===== config.mk =====
export PLATFORM = sky130hd
export DESIGN_NAME = mm_queue
export DESIGN_NICKNAME = d
export VERILOG_FILES = /design/src/rtl/mm_pkg.sv /design/src/rtl/mm_queue.sv
export SDC_FILE = /design/constraint.sdc
export NUM_CORES = 1
export LEC_CHECK = 0
export BUFFER_PORTS_ARGS = -buffer_cell sky130_fd_sc_hd__buf_2
export CORE_MARGIN = 3
export CORE_UTILIZATION = 47
export DETAILED_ROUTE_END_ITERATION = 8
export GPL_TIMING_DRIVEN = 1
export PLACE_DENSITY = 0.71
export SYNTH_ARGS = -nofsm -noshare
export SYNTH_HDL_FRONTEND = slang
export SYNTH_SLANG_ARGS = --single-unit

===== constraint.sdc =====
create_clock -name clock -period 6.6 [get_ports clock]
set_input_delay 0.33 -clock clock [delete_from_list [all_inputs] [get_ports clock]]
set_output_delay 0.33 -clock clock [all_outputs]
set_load 0.02 [all_outputs]

===== src/rtl/mm_pkg.sv =====
// Shared types and constants of the matrix multiply block.
`timescale 1ns / 1ps
`default_nettype none

package mm_pkg;

   localparam int ACTION_W = 2;
   localparam int INDEX_W  = 4;
   localparam int ELEM_W   = 16;
   localparam int PROD_W   = 2 * ELEM_W;
   localparam int SUM_W    = 36;

   localparam int REQ_DATA_W = 32;
   localparam int RSP_DATA_W = 48;

   localparam int QUEUE_DEPTH = 4;
   localparam int QPTR_W      = $clog2(QUEUE_DEPTH);

   // Action codes on the request channel.
   localparam logic [ACTION_W-1:0] ACT_WRITE_A = 2'd0;
   localparam logic [ACTION_W-1:0] ACT_WRITE_B = 2'd1;
   localparam logic [ACTION_W-1:0] ACT_COMPUTE = 2'd2;

   // Work classes handed from the front to the back.
   typedef enum logic [1:0] {
      OP_WRITE_A,
      OP_WRITE_B,
      OP_COMPUTE,
      OP_COMPUTE_ZERO
   } mm_op_type;

   typedef struct packed {
      mm_op_type                op;
      logic [INDEX_W-1:0]       row;
      logic [INDEX_W-1:0]       col;
      logic signed [ELEM_W-1:0] value;
   } mm_entry_type;

   typedef struct packed {
      logic         valid;
      mm_entry_type entry;
   } mm_cmd_type;

   typedef struct packed {
      logic [INDEX_W-1:0]      row;
      logic [INDEX_W-1:0]      col;
      logic signed [SUM_W-1:0] sum;
   } mm_result_type;

   typedef enum logic [1:0] {
      BK_IDLE,
      BK_RUN,
      BK_DRAIN,
      BK_DONE
   } mm_back_state_type;

endpackage : mm_pkg

`default_nettype wire


===== src/rtl/mm_queue.sv =====
// Short command queue between the front end and the compute back end.
`timescale 1ns / 1ps
`default_nettype none

module mm_queue (
   input  wire logic                clock,
   input  wire logic                reset,
   input  wire mm_pkg::mm_cmd_type  push,
   output      logic                full,
   output      mm_pkg::mm_cmd_type  head,
   input  wire logic                pop
);
   import mm_pkg::*;

   mm_entry_type       slot_ff [QUEUE_DEPTH];
   logic [QPTR_W-1:0]  wr_ptr_ff, wr_ptr_in;
   logic [QPTR_W-1:0]  rd_ptr_ff, rd_ptr_in;
   logic [QPTR_W:0]    count_ff, count_in;
   logic               do_push;
   logic               do_pop;

   assign full       = (count_ff == (QPTR_W+1)'(QUEUE_DEPTH));
   assign do_push    = push.valid && !full;
   assign do_pop     = pop && (count_ff != '0);
   assign head.valid = (count_ff != '0);
   assign head.entry = slot_ff[rd_ptr_ff];

   always_comb begin
      wr_ptr_in = do_push ? wr_ptr_ff + 1'b1 : wr_ptr_ff;
      rd_ptr_in = do_pop  ? rd_ptr_ff + 1'b1 : rd_ptr_ff;
      count_in  = count_ff + (QPTR_W+1)'(do_push) - (QPTR_W+1)'(do_pop);
   end

   always_ff @(posedge clock) begin
      if (reset) begin
         wr_ptr_ff <= '0;
         rd_ptr_ff <= '0;
         count_ff  <= '0;
      end else begin
         wr_ptr_ff <= wr_ptr_in;
         rd_ptr_ff <= rd_ptr_in;
         count_ff  <= count_in;
      end
   end

   always_ff @(posedge clock) begin
      if (do_push) begin
         slot_ff[wr_ptr_ff] <= push.entry;
      end
   end

endmodule : mm_queue

`default_nettype wire


==> flow_summary.toml, run 1 <==
[outcome]
outcome = "finished, final reports clean"

[setup_path]
crit_family = "flip-flops"
crit_type = "reg2out"
worst_path_max_delay_cell = "dfxtp_2"
crit_required_ps = 6270
critPathArrivalTime_ps = 2280
path_cells = "mux4_1 > buf_2"
path_max_fanout = 26
worst_setup_path_end_kind = "primary output"
timing.critical_path.buf_inv = 1
slowest_delay_ps = 920
cp-start-kind = "register"

[layout]
antennaDiodeCount = 0
syn2layout_area_growth_pct = 21.8
nNetsFinal = 296
drive_gt1_share_pct = 41.2
final_core_util_pct = 59.3

[yosys]
yosysMostFrequentCell = "edfxtp_1"
synth_fp_nets = 222
synth_edf_count = 104
syn_area_per_cell_um2 = 23.1
synth_cell_types = 26
synth_top_area_share_pct = 73.2
ys_ff_latch = 113
synthTopCellsByCount = "edfxtp_1, mux4_2, dfxtp_1"
synth-main-ff-cell = "edfxtp_1"
synth_seq_area_share_pct = 77.4
synthesis.area_um2 = 4270
synth_area_leaders = "edfxtp_1, mux4_2, dfxtp_1, mux4_1, ha_1"
yosysTopAreaCell = "edfxtp_1"
yosysWarnings = 0
ys_async_sr_fraction_pct = 0
syn_inst = 185

[floorplan]
start_util_pct = 48.7
chipWidth_um = 101
pin_count = 58
core_area_um2 = 8760
rows = 34
die-height_um = 101
die_area_um2 = 10300

[clock_tree]
ctsResizeCount = 0
clockBufferDepth = 2
clk_latency_ps = 510
path_clk_slew_ps = 50
ctsHoldBuffers = 0
post-cts-setup-buffer-count = 0
cts.sinks = 113
htree_levels = 4
numCtsBuffers = 17
cts_tree = "done"
root_buffer = "clkbuf_8"

[sta]
rsz0062_at_grt = "no"
finalSetupViolCount = 0
timing.final.crit_share_pct = 39.6
maxSlewHeadroom_pct = 39.4
worst-slew-pin-transition_ps = 908
setup_ws_ps = 3990
fmax_mhz = 383
whs_ps = 36.9
setup_tns_ps = 0
layout_min_cycle_time_ps = 2610
hold_viol_final = 0
fin_worst_skew_ps = 9.81
drv_slew = 0

[power]
p_sw_share_pct = 27.5
power_frac_clock_pct = 36.7
pwr-share-seq_pct = 42.3
p_per_area_nw_per_um2 = 429
p_leak_nw = 1.84
combPwrFrac_pct = 21.0
net-switching-power_w = 0.000613
p_int_w = 0.00161
ir_drop_uv = 237

[detailed_routing]
viasPerCell = 5.29
num_vias = 2012
first_pass_iters = 4
route.detailed.drc = 0
ant_nets = 0
wirelength_mm = 7.03
wl_per_cell_um = 18.5
drt_iter0_drc = 128

[job]
cap_violations = 0

[grt]
grt_max_degree = 27
grt_usage_pct = 15.1
grt_antenna_before_repair = 0
grt_pass1_wl_mm = 11.1
overflow = 0
grt_pass1_vias = 2122

[placed_design]
place.port_buffers = 57
dp_hpwl_mm = 4.09
place_congestion = 0.669
dp_worst_setup_slack_ps = 4300

[min_path]
min_path_type = "in2reg"
[state kept, by name, indices dropped and copies added, names as in the netlist, named ones only]
signal	flops
wr_ptr_ff	2
rd_ptr_ff	2
slot_ff	104
count_ff	3
[layout make-up]
cell class	count	area [um^2]
Clock buffer	19	422
Clock inverter	13	120
Fill cell	657	3570
Inverter	6	22.5
Multi-Input combinational cell	59	870
Sequential cell	113	3300
Tap cell	108	135
Timing Repair Buffer	62	323
[worst paths after layout]
check	startpoint	to	slack, ps	cells past startpoint
setup reg to reg	count_ff[1]	count_ff[2]	4280	11
setup / recovery	register	head[24]	3990	2
hold reg to reg	wr_ptr_ff[1]	wr_ptr_ff[1]	520	2
hold / removal	push[22]	slot_ff[1][22]	40	1
[placed cells by master, fill, tap and decap left out, types with 3 or more instances in the layout]
cell type / n
edfxtp_1: 104
buf_2: 57
mux4_2: 20
clkbuf_16: 16
dfxtp_1: 8
inv_1: 6
mux4_1: 6
nor2_1: 6
ha_1: 6
clkinv_2: 6
and2_1: 5
buf_4: 5
clkinvlp_4: 3
[logic make-up (layout without fill, tap and decap cells)]
family / after synthesis / in the layout / share of synthesized area, %
compound gates: 4 / 4 / 0.645
xor+xnor: 3 / 3 / 0.616
fa+ha+maj: 7 / 7 / 2.23
buf+inv: 13 / 100 / 2.17
flops: 113 / 113 / 77.4
mux: 27 / 27 / 14.5
simple gates: 18 / 18 / 2.41
[through the flow]
stage	cell area [um^2]	cells	total power, W
after floorplan	4270	185	0.00130
after global placement	4650	348	0.00143
after detailed placement	4650	348	0.00144
after CTS	5200	380	0.00226
after global routing	5200	380	0.00234
final	5200	380	0.00223
[power groups by stage]
stage          Combinational (W)  Clock (W)  Sequential (W)
6_report                0.000468   0.000817        0.000943
5_1_grt                 0.000509   0.000867        0.000960
4_1_cts                 0.000476   0.000835        0.000948
3_5_place_dp            0.000475          0        0.000962
3_3_place_gp            0.000472          0        0.000956
2_1_floorplan           0.000393          0        0.000911
[worst register-to-register path, stage by stage, from the launching register on]
cell and delay (ps):
dfxtp_1 460, nor3b_2 110, nor2_1 260, inv_1 80, ha_1 300, inv_1 60
ha_1 120, inv_1 50, fa_1 370, xor2_1 160, and2_1 160, nor3_1 110
[routing by layer]
| metal | part of all wire, % | track usage [%] | vias up |
|---|---|---|---|
| li1 | - | - | 912 |
| met2 | 50 | 22.8 | 63 |
| met5 | 0 | 0 | - |
| met4 | 1.5 | 6.13 | 0 |
| met3 | 6.3 | 6.61 | 10 |
| met1 | 43 | 19.4 | 1027 |
Power figures use the tool's default switching activity.
==> run 2: changes to the inputs <==
--- a/config.mk
+++ b/config.mk
@@ -10,7 +10,7 @@
 export CORE_UTILIZATION = 47
 export DETAILED_ROUTE_END_ITERATION = 8
 export GPL_TIMING_DRIVEN = 1
-export PLACE_DENSITY = 0.71
+export PLACE_DENSITY = 0.74
 export SYNTH_ARGS = -nofsm -noshare
 export SYNTH_HDL_FRONTEND = slang
 export SYNTH_SLANG_ARGS = --single-unit
==> constraint.sdc (replaced) <==
create_clock -name clock -period 2.35 [get_ports clock]
set_input_delay 0.1175 -clock clock [delete_from_list [all_inputs] [get_ports clock]]
set_output_delay 0.1175 -clock clock [all_outputs]
set_load 0.02 [all_outputs]
==> run 2 against run 1 <==
Effect of this change:
- first-iteration DRC count down 2.3%
- cell count rose by 9.2%
- sequential share of layout area shrank 3.9 points
- critical path type unchanged
- critical endpoint unchanged
==> flow_summary.toml, run 2 (synthesis gave the netlist of run 1 again) <==
[outcome]
outcome = "finished, final reports clean"

[sta]
setup_tns_ps = 0
timing.final.crit_share_pct = 93.3
hold_viol_final = 0
fmax_mhz = 456
fin_worst_skew_ps = 4.96
finalSetupViolCount = 0
setup_ws_ps = 156
rsz0062_at_grt = "no"
maxSlewHeadroom_pct = 70.4
drv_slew = 0
layout_min_cycle_time_ps = 2190
worst-slew-pin-transition_ps = 439

[layout]
reg.largest.list = "slot_ff (104), count_ff (3)"
syn2layout_area_growth_pct = 29.8
final_core_util_pct = 63.2
drive_gt1_share_pct = 39.4
regArea_um2 = 3310
top_register = "slot_ff"
multiInputGateArea_um2 = 876
antennaDiodeCount = 0
layout_commonest_cell = "edfxtp_1"
fillCellCount = 615
largest_register_ffs = 104
nNetsFinal = 331
final_cell_mix = "edfxtp_1, buf_2, dlygate4sd3_1, mux4_2, clkbuf_16"

[grt]
grt_pass1_wl_mm = 11.1
grt_pass1_vias = 2231
overflow = 0
grt_usage_pct = 14.8
grt_antenna_before_repair = 0
grt_max_degree = 23

[detailed_routing]
wl_per_cell_um = 16.8
num_vias = 2097
drt_iter0_drc = 125
route.detailed.drc = 0
viasPerCell = 5.05
ant_nets = 0
first_pass_iters = 4
wirelength_mm = 6.97

[power]
p_per_area_nw_per_um2 = 1140
p_leak_nw = 2.00
ir_drop_uv = 569

[floorplan]
rows = 34
chipWidth_um = 101
start_util_pct = 48.7
core_area_um2 = 8760
die-height_um = 101
die_area_um2 = 10300
pin_count = 58

[placed_design]
dp_worst_setup_slack_ps = 182
place_congestion = 0.714
place.port_buffers = 57
dp_hpwl_mm = 4.35

[clock_tree]
path_clk_slew_ps = 50
clockBufferDepth = 2
root_buffer = "clkbuf_8"
clk_latency_ps = 500
cts_tree = "done"
numCtsBuffers = 17
cts.sinks = 113
htree_levels = 4

[setup_path]
crit_type = "reg2out"
worst_setup_path_end_kind = "primary output"
path_max_fanout = 9
critPathArrivalTime_ps = 2080
cp-start-kind = "register"
crit_required_ps = 2230

[job]
cap_violations = 0

[min_path]
min_path_type = "in2reg"
==> run 2: timing repair <==
action | CTS | global route
resized for setup | 0 | 2
hold endpoints to repair | 112 | 0
setup endpoints to repair | 0 | 1
hold buffers | 28 | 0
setup buffers | 0 | 0
==> run 2: metal layers <==
layer / track usage [%] / up-vias / wire length (um)
met2: 23.8 / 56 / 3600
met1: 18.7 / 1049 / 2970
met3: 5.10 / 8 / 332
met4: 5.83 / 0 / 64
li1: - / 984 / -
met5: 0 / - / 0
==> run 2: path summary, 6_finish.rpt <==
kind                                    from  slack [ps]           end  cells past startpoint
worst max-delay path                register         160      head[24]                      3
worst min-delay path                     pop          70      register                      4
worst min register to register  wr_ptr_ff[1]         530  wr_ptr_ff[1]                      2
worst max register to register   count_ff[2]         200   count_ff[2]                     11
==> run 2: metrics by stage <==
stage / std cells / hold slack, ps / area [um^2] / total power (W)
3_5_place_dp: 355 / 338 / 4710 / 0.00407
5_1_grt: 415 / 107 / 5540 / 0.00662
4_1_cts: 415 / 50.8 / 5530 / 0.00640
3_3_place_gp: 355 / 332 / 4710 / 0.00404
6_report: 415 / 67.4 / 5540 / 0.00633
2_1_floorplan: 185 / 216 / 4270 / 0.00366
==> run 2: where the power goes <==
part | total [W] | switching [W] | internal, W
Clock | 0.00229 | 0.000812 | 0.00148
Sequential | 0.00259 | 0.000129 | 0.00246
Combinational | 0.00146 | 0.000788 | 0.000672
==> run 2: cell type report <==
class,count,share of cell area (%)
clock buffer,18,7.55
sequential,113,59.7
multi-input combinational,59,15.8
clock inverter,14,2.22
tap,108,2.44
timing repair buffer,97,11.8
inverter,6,0.407
==> run 2: critical path, cell delays in order (launching register included) <==
cell and delay, ps:
dfxtp_2 500, buf_4 290, mux4_1 600, buf_2 180
==> run 3: changes to the inputs <==
--- a/config.mk
+++ b/config.mk
@@ -6,11 +6,10 @@
 export NUM_CORES = 1
 export LEC_CHECK = 0
 export BUFFER_PORTS_ARGS = -buffer_cell sky130_fd_sc_hd__buf_2
-export CORE_MARGIN = 3
 export CORE_UTILIZATION = 47
 export DETAILED_ROUTE_END_ITERATION = 8
 export GPL_TIMING_DRIVEN = 1
-export PLACE_DENSITY = 0.74
+export PLACE_DENSITY = 0.71
 export SYNTH_ARGS = -nofsm -noshare
 export SYNTH_HDL_FRONTEND = slang
 export SYNTH_SLANG_ARGS = --single-unit
==> constraint.sdc (replaced) <==
create_clock -name clock -period 2.2 [get_ports clock]
set_input_delay 0.11 -clock clock [delete_from_list [all_inputs] [get_ports clock]]
set_output_delay 0.11 -clock clock [all_outputs]
set_load 0.02 [all_outputs]
==> run 3 against run 2 <==
Effect of this change:
- global-route usage increased by 1.8 points
- first-iteration DRC count decreased by 36%
- clock power increased by 17%
- wire length increased by 3.7%
- largest power group unchanged
- sequential cell count unchanged
- critical endpoint is now count_ff[2]
==> flow_summary.toml, run 3 (synthesis gave the netlist of run 1 again) <==
[outcome]
outcome = "finished, final reports clean"

[setup_path]
crit_family = "adder cells"
slowest_delay_ps = 370
crit_required_ps = 2620
path_max_fanout = 5
r2r_start = "count_ff[2]"
cp-start-kind = "register"
rr_worst_depth = 9
worst_path_max_delay_cell = "fa_1"
critPathArrivalTime_ps = 2490
worst_setup_path_end_kind = "register"
timing.critical_path.buf_inv = 2
startpoint = "count_ff[2]"
crit_type = "reg2reg"
cp_num_cells = 9
path_cells = "o31a_1 > ha_1 > inv_1 > ha_1 > inv_1 > fa_1 > xor2_1 > and2_1 > nor3_1"

[job]
cap_violations = 0

[clock_tree]
cts_tree = "done"
clk_latency_ps = 500
root_buffer = "clkbuf_8"
numCtsBuffers = 17
path_clk_slew_ps = 60
htree_levels = 4
cts.sinks = 113
clockBufferDepth = 2

[detailed_routing]
wirelength_mm = 7.23
viasPerCell = 5.24
ant_nets = 0
wl_per_cell_um = 17.5
first_pass_iters = 4
drt_iter0_drc = 80
route.detailed.drc = 0
num_vias = 2171

[layout]
antennaDiodeCount = 0
regArea_um2 = 3310
fillCellCount = 609
reg.largest.list = "slot_ff (104), count_ff (3)"
final_cell_mix = "edfxtp_1, buf_2, dlygate4sd3_1, mux4_2, clkbuf_16"
largest_register_ffs = 104
multiInputGateArea_um2 = 878
nNetsFinal = 330
top_register = "slot_ff"
final_core_util_pct = 64.1
syn2layout_area_growth_pct = 31.7
drive_gt1_share_pct = 40.8
layout_commonest_cell = "edfxtp_1"

[placed_design]
place_congestion = 0.723
place.port_buffers = 57
dp_hpwl_mm = 4.26
dp_worst_setup_slack_ps = 25.8

[sta]
fmax_mhz = 483
finalSetupViolCount = 0
setup_ws_ps = 129
whs_ps = 53.6
layout_min_cycle_time_ps = 2070
drv_slew = 0
timing.final.crit_share_pct = 94.1
fin_worst_skew_ps = 6.36
worst-slew-pin-transition_ps = 410
maxSlewHeadroom_pct = 72.3
hold_viol_final = 0

[grt]
grt_max_degree = 27
grt_antenna_before_repair = 0
grt_pass1_vias = 2239
overflow = 0
grt_pass1_wl_mm = 11.3
grt_usage_pct = 16.7

[floorplan]
core_area_um2 = 8760
die-height_um = 97.3
start_util_pct = 48.7
die_area_um2 = 9460
pin_count = 58
chipWidth_um = 97.3
rows = 34

[power]
p_per_area_nw_per_um2 = 1260
p_leak_nw = 2.01
power.total_w = 0.00707
ir_drop_uv = 805

[min_path]
hold_depth = 4
min_path_type = "in2reg"
worstHoldStart = "pop"
[run 3: cell count changes in the layout (fill, tap and decap cells not counted), sizes merged]
cell      previous run  this run
inv                  6         9
bufinv               2         3
clkinvlp             2         3
clkinv              10         6
buf                 69        68
clkbuf              18        17
[run 3: worst reg2reg max path, delay by kind of cell, from the launching register on]
kind / cells / cell delay, ps
fa+ha+maj: 3 / 780
flops: 1 / 360
compound gates: 1 / 330
simple gates: 2 / 270
xor+xnor: 1 / 160
buf+inv: 2 / 110
[run 3: final cells by class]
cell class	count	area share (%)
Inverter	6	0.401
Clock inverter	15	3.25
Timing Repair Buffer	96	12.0
Multi-Input combinational cell	59	15.6
Sequential cell	113	58.9
Clock buffer	17	7.37
Tap cell	108	2.41
[run 3: routing by layer]
metal / track usage [%] / part of all wire, %
met1: 21.0 / 45
met2: 26.1 / 49
met3: 5.25 / 4.3
met4: 8.71 / 1.4
met5: 0 / 0
[run 3: worst paths after layout]
path | slack [ps] | to
max | 130 | count_ff[2]
min | 50 | rd_ptr_ff[1]
max reg2reg | 130 | count_ff[2]
min reg2reg | 530 | rd_ptr_ff[1]
[run 3: what timing repair did]
item / CTS / global route
buffers inserted: 0 / 1
endpoints found under the setup margin: 0 / 1
hold buffers: 28 / 0
gates resized for setup: 0 / 5
endpoints found under the hold margin: 113 / 0
[run 3: power breakdown]
group | internal [W] | total, W | switching, W
registers | 0.00263 | 0.00273 | 0.000102
logic | 0.000745 | 0.00164 | 0.000898
clock network | 0.00173 | 0.00269 | 0.000962
total | 0.00511 | 0.00707 | 0.00196
[run 3: metrics by stage]
| step | TNS (ps) | std cells | instance area [um^2] |
|---|---|---|---|
| floorplan | 0 | 185 | 4270 |
| global placement | 0 | 353 | 4720 |
| detailed placement | 0 | 353 | 4720 |
| CTS | 0 | 413 | 5600 |
| global route | -6.90 | 414 | 5620 |
| finish | 0 | 414 | 5620 |
